File: src/hw/rtl/assert_macros.svh
// ----------------------------------------------------------------------------
// Assertion macros
// Shared concurrent assertion forms on clk with synchronous active-low reset.
// ----------------------------------------------------------------------------
`ifndef ASSERT_MACROS_SVH
`define ASSERT_MACROS_SVH

// Same-cycle implication
`define ASSERT_IMPL(label, ante, cons, msg) \
  label: assert property (@(posedge clk) disable iff (!rst_n) (ante) |-> (cons)) \
    else $error(msg);

// Next-cycle implication
`define ASSERT_NEXT(label, ante, cons, msg) \
  label: assert property (@(posedge clk) disable iff (!rst_n) (ante) |=> (cons)) \
    else $error(msg);

`endif

File: src/hw/rtl/dogkp_pkg.sv
// ----------------------------------------------------------------------------
// dogkp_pkg
// Types and constants of the DoG extremum keypoint detector.
// ----------------------------------------------------------------------------
package dogkp_pkg;

  localparam int SAMPLE_W  = 16;
  localparam int CFG_IDX_W = 2;
  localparam int CFG_DAT_W = 15;
  localparam int POS_W     = 10;

  localparam logic [CFG_IDX_W-1:0] CFG_WIDTH  = 2'd0;
  localparam logic [CFG_IDX_W-1:0] CFG_HEIGHT = 2'd1;
  localparam logic [CFG_IDX_W-1:0] CFG_THRESH = 2'd2;
  localparam logic [CFG_IDX_W-1:0] CFG_RATIO  = 2'd3;

  localparam logic [1:0] EXT_NONE = 2'd0;
  localparam logic [1:0] EXT_MAX  = 2'd1;
  localparam logic [1:0] EXT_MIN  = 2'd2;

  localparam logic [10:0] WIDTH_RST  = 11'd640;
  localparam logic [10:0] HEIGHT_RST = 11'd480;
  localparam logic [14:0] THRESH_RST = 15'd492;
  localparam logic [5:0]  RATIO_RST  = 6'd10;

  typedef struct packed {
    logic signed [SAMPLE_W-1:0] b;
    logic signed [SAMPLE_W-1:0] m;
    logic signed [SAMPLE_W-1:0] a;
  } trip_t;

  typedef struct packed {
    logic             center_valid;
    logic             is_keypoint;
    logic [1:0]       extremum_kind;
    logic [POS_W-1:0] center_row;
    logic [POS_W-1:0] center_col;
  } result_t;

  typedef struct packed {
    logic clear;
    logic accept;
    logic read;
    logic shift;
    logic cmp;
    logic mul1;
    logic mul2;
    logic mul3;
    logic load_out;
  } dp_cmd_t;

  typedef struct packed {
    logic clear_done;
    logic out_free;
  } dp_stat_t;

endpackage

File: src/hw/rtl/dogkp_ctrl.sv
// ----------------------------------------------------------------------------
// dogkp_ctrl
// Sequencer: line store clear, then per-transaction read, shift, test steps.
// ----------------------------------------------------------------------------
module dogkp_ctrl (
  input  logic               clk,
  input  logic               rst_n,
  input  logic               in_valid,
  output logic               in_ready,
  input  dogkp_pkg::dp_stat_t stat,
  output dogkp_pkg::dp_cmd_t  cmd
);
  import dogkp_pkg::*;

  typedef enum logic [3:0] {
    S_CLEAR, S_IDLE, S_RD, S_SHIFT, S_CMP, S_MUL1, S_MUL2, S_MUL3, S_OUT
  } state_t;

  state_t state_r, state_nxt;

  always_ff @(posedge clk) begin
    if (!rst_n) begin
      state_r <= S_CLEAR;
    end else begin
      state_r <= state_nxt;
    end
  end

  always_comb begin
    state_nxt = state_r;
    cmd       = '0;
    in_ready  = 1'b0;
    unique case (state_r)
      S_CLEAR: begin
        cmd.clear = 1'b1;
        if (stat.clear_done) state_nxt = S_IDLE;
      end
      S_IDLE: begin
        in_ready   = 1'b1;
        cmd.accept = in_valid;
        if (in_valid) state_nxt = S_RD;
      end
      S_RD: begin
        cmd.read  = 1'b1;
        state_nxt = S_SHIFT;
      end
      S_SHIFT: begin
        cmd.shift = 1'b1;
        state_nxt = S_CMP;
      end
      S_CMP: begin
        cmd.cmp   = 1'b1;
        state_nxt = S_MUL1;
      end
      S_MUL1: begin
        cmd.mul1  = 1'b1;
        state_nxt = S_MUL2;
      end
      S_MUL2: begin
        cmd.mul2  = 1'b1;
        state_nxt = S_MUL3;
      end
      S_MUL3: begin
        cmd.mul3  = 1'b1;
        state_nxt = S_OUT;
      end
      S_OUT: begin
        if (stat.out_free) begin
          cmd.load_out = 1'b1;
          state_nxt    = S_IDLE;
        end
      end
      default: state_nxt = S_CLEAR;
    endcase
  end

endmodule

File: config.mk
export PLATFORM = sky130hd
export DESIGN_NAME = dogkp_ctrl
export DESIGN_NICKNAME = d
export VERILOG_FILES = /design/src/hw/rtl/assert_macros.svh /design/src/hw/rtl/dogkp_pkg.sv /design/src/hw/rtl/dogkp_ctrl.sv
export SDC_FILE = /design/constraint.sdc
export NUM_CORES = 1
export LEC_CHECK = 0
export BUFFER_PORTS_ARGS = -buffer_cell sky130_fd_sc_hd__buf_2
export CORE_AREA = 2 2 39 41
export CTS_BUF_LIST = sky130_fd_sc_hd__clkbuf_8
export DETAILED_ROUTE_END_ITERATION = 8
export DIE_AREA = 0 0 41 43
export GPL_TIMING_DRIVEN = 0
export PLACE_DENSITY = 0.52
export SLEW_MARGIN = 20
export SYNTH_ARGS = -nofsm -noshare
export SYNTH_HDL_FRONTEND = slang
export SYNTH_SLANG_ARGS = --single-unit
File: constraint.sdc
create_clock -name clk -period 1.9 [get_ports clk]
set_clock_uncertainty 0.2 [all_clocks]
set_input_delay 0 -clock clk [delete_from_list [all_inputs] [get_ports clk]]
set_output_delay 0 -clock clk [all_outputs]
set_load 0.02 [all_outputs]
==> flow_summary.toml <==
[clock_tree]
clockRootBuffer = "clkbuf_8"
cts_resized = 0
clk_latency_ns = 0.21
cts_setup_buffers = 0
cts_sinks = 4
cts_tree = "built"
path_clk_slew_ns = 0.03
htreeDepth = 1
cts_made_buffers = 3
clockBufferDepth = 2

[worst_setup_path]
crit_fanout = 11
crit_chain = "nand2b_1, nor2_1, and2_1, buf_2"
cp_top_family = "flip-flops"
endpoint_kind = "output port"
cp_num_buf_inv = 1
required_ns = 1.70
crit_slowest_cell = "dfxtp_1"
arrival_ns = 1.44
critical_path_class = "reg2out"
startpoint_type = "flip-flop"
cpPeakStageDelay_ns = 0.54

[timing]
setup_viol = 0
setup_tns_ns = 0
fin_crit_sh = 0.862
drv_slew = 0
min_period_ns = 1.64
rsz0062_at_grt = "no"
fmax_ghz = 0.610
slew_headroom = 0.713
finalHoldViolCount = 0
timing.final.ws_setup_ns = 0.262
tightestPinTransition_ns = 0.425
hold_slack_ns = 0.405

[layout]
regArea_um2 = 80.1
final_common_cell = "buf_2"
nNetsFinal = 64
nFillCells = 155
n_antenna_cell = 0
regMostFlops = "state_r"
largest_register_ffs = 4
final_cell_mix = "14 x buf_2, 6 x nor3_1, 5 x nor2_1"
area_growth_pct = 55.0
final_cell_area_um2 = 462
fin_cells = 73
drive_above_1_share = 0.386
top_regs = "state_r x4"
multiInputGateArea_um2 = 210

[logic_synthesis]
ys_seq_area_frac = 0.269
synth_simple_gate_area_frac = 0.445
netlist_instances = 38
synth.ff_latch_count = 4
synth_area_per_cell_um2 = 7.84
syn_nets = 43
synth_compound_area_frac = 0.197
synth_top_family_by_area = "simple AND/OR/NAND/NOR gates"
yosys.area_share.adder = 0
synth_xor_area_frac = 0.0294
synthDistinctLibCells = 19
syn_area_um2 = 298
synthMuxAreaShare = 0.0336
yosysWarnings = 0

[global_routing]
grt_antenna_before_repair = 0
grt_start_max_net_pins = 11
grt_overflow = 0
grt.total_usage = 0.0973
first_global_vias = 308
grt_pass1_wl_um = 1210

[place]
placed_area_um2 = 388
io_buffers = 14
hpwl_um = 519
dpl_worst_slack_ns = 0.330
gp_congestion = 0.727
dp.cells = 68

[die]
die_y_um = 43
die_w_um = 41
io_pins = 15
dieArea_um2 = 1760
num_rows = 14
initial_core_util = 0.215
core_area_um2 = 1380

[routing]
vias = 332
vias_per_cell = 4.55
drc = 0
routed_wl_um = 741
drt_iter0_markers = 6
antenna_left = 0
drt_pass1_iterations = 4
routedWlPerCell_um = 10.2

[status]
outcome = "completed"

[flow_run]
drv_cap = 0

[hold_path]
hold_path_class = "in2reg"

[power_and_ir_drop]
peakVddDrop_v = 0.000346
p_per_area_nw_per_um2 = 793
p_leak_nw = 0.213
==> worst register-to-register path: cells and delay by family (launching register included) <==
kind	cells	cell delay [ns]
compound gates	1	0.21
flops	1	0.36
simple gates	2	0.67
==> worst paths after layout <==
check                                start    endpoint  slack (ns)  cells after the start
worst max register to register  state_r[1]  state_r[3]        0.39                      3
worst min register to register  state_r[1]  state_r[1]        0.41                      2
worst min-delay path                 rst_n  state_r[3]        0.41                      4
worst max-delay path            state_r[3]      cmd[7]        0.26                      4
==> what timing repair did <==
action                     in CTS  in global routing
setup endpoints to repair       0                  1
hold endpoints to repair        4                  0
hold buffers                    4                  0
==> power by group <==
part / switching, mW / total [mW] / leakage (nW) / internal, mW
sequential: 0.0150 / 0.106 / 0.0327 / 0.0906
combinational: 0.0448 / 0.0867 / 0.159 / 0.0419
clock: 0.0392 / 0.174 / 0.0216 / 0.135
==> cell usage after synthesis <==
master / number / area, um2
a21oi_1: 1 / 5.00
nand2b_1: 3 / 18.8
or2_4: 1 / 8.76
or3b_2: 1 / 8.76
o41ai_2: 1 / 16.3
or2b_1: 1 / 7.51
xor2_1: 1 / 8.76
dfxtp_1: 4 / 80.1
nor3_1: 6 / 30.0
nand2_1: 2 / 7.51
and2_1: 1 / 6.26
nor3b_1: 1 / 7.51
clkbuf_1: 2 / 7.51
or3_1: 3 / 18.8
a211oi_2: 1 / 12.5
o21ba_2: 1 / 10.0
nor2_1: 5 / 18.8
a21o_1: 2 / 15.0
mux2i_1: 1 / 10.0
==> per-stage QoR <==
| step | total power, mW | utilization |
|---|---|---|
| after CTS | 0.378 | 0.339 |
| after global routing | 0.386 | 0.334 |
| final | 0.366 | 0.334 |
| after detailed placement | 0.189 | 0.280 |
| after global placement | 0.190 | 0.280 |
| after floorplan | 0.163 | - |
==> layer usage <==
layer | routed length (um) | vias up | global-route usage
met1 | 342 | 148 | 0.131
met3 | 48 | 0 | 0.0157
met4 | 0 | 0 | 0.0600
met5 | 0 | - | 0
met2 | 351 | 12 | 0.138
li1 | - | 172 | -
==> kinds of logic after synthesis <==
logic type / Yosys count
buffers and inverters: 2
xor gates and xnor gates: 1
and+or+nand+nor: 24
muxes: 1
DFF: 4
AOI/OAI and AO/OA: 6
==> area by class of cell <==
cell class / count / area share
sequential: 4 / 0.173
multi-input combinational: 32 / 0.455
timing repair buffer: 18 / 0.238
tap: 16 / 0.0434
clock buffer: 3 / 0.0894
Power figures use the tool's default switching activity.
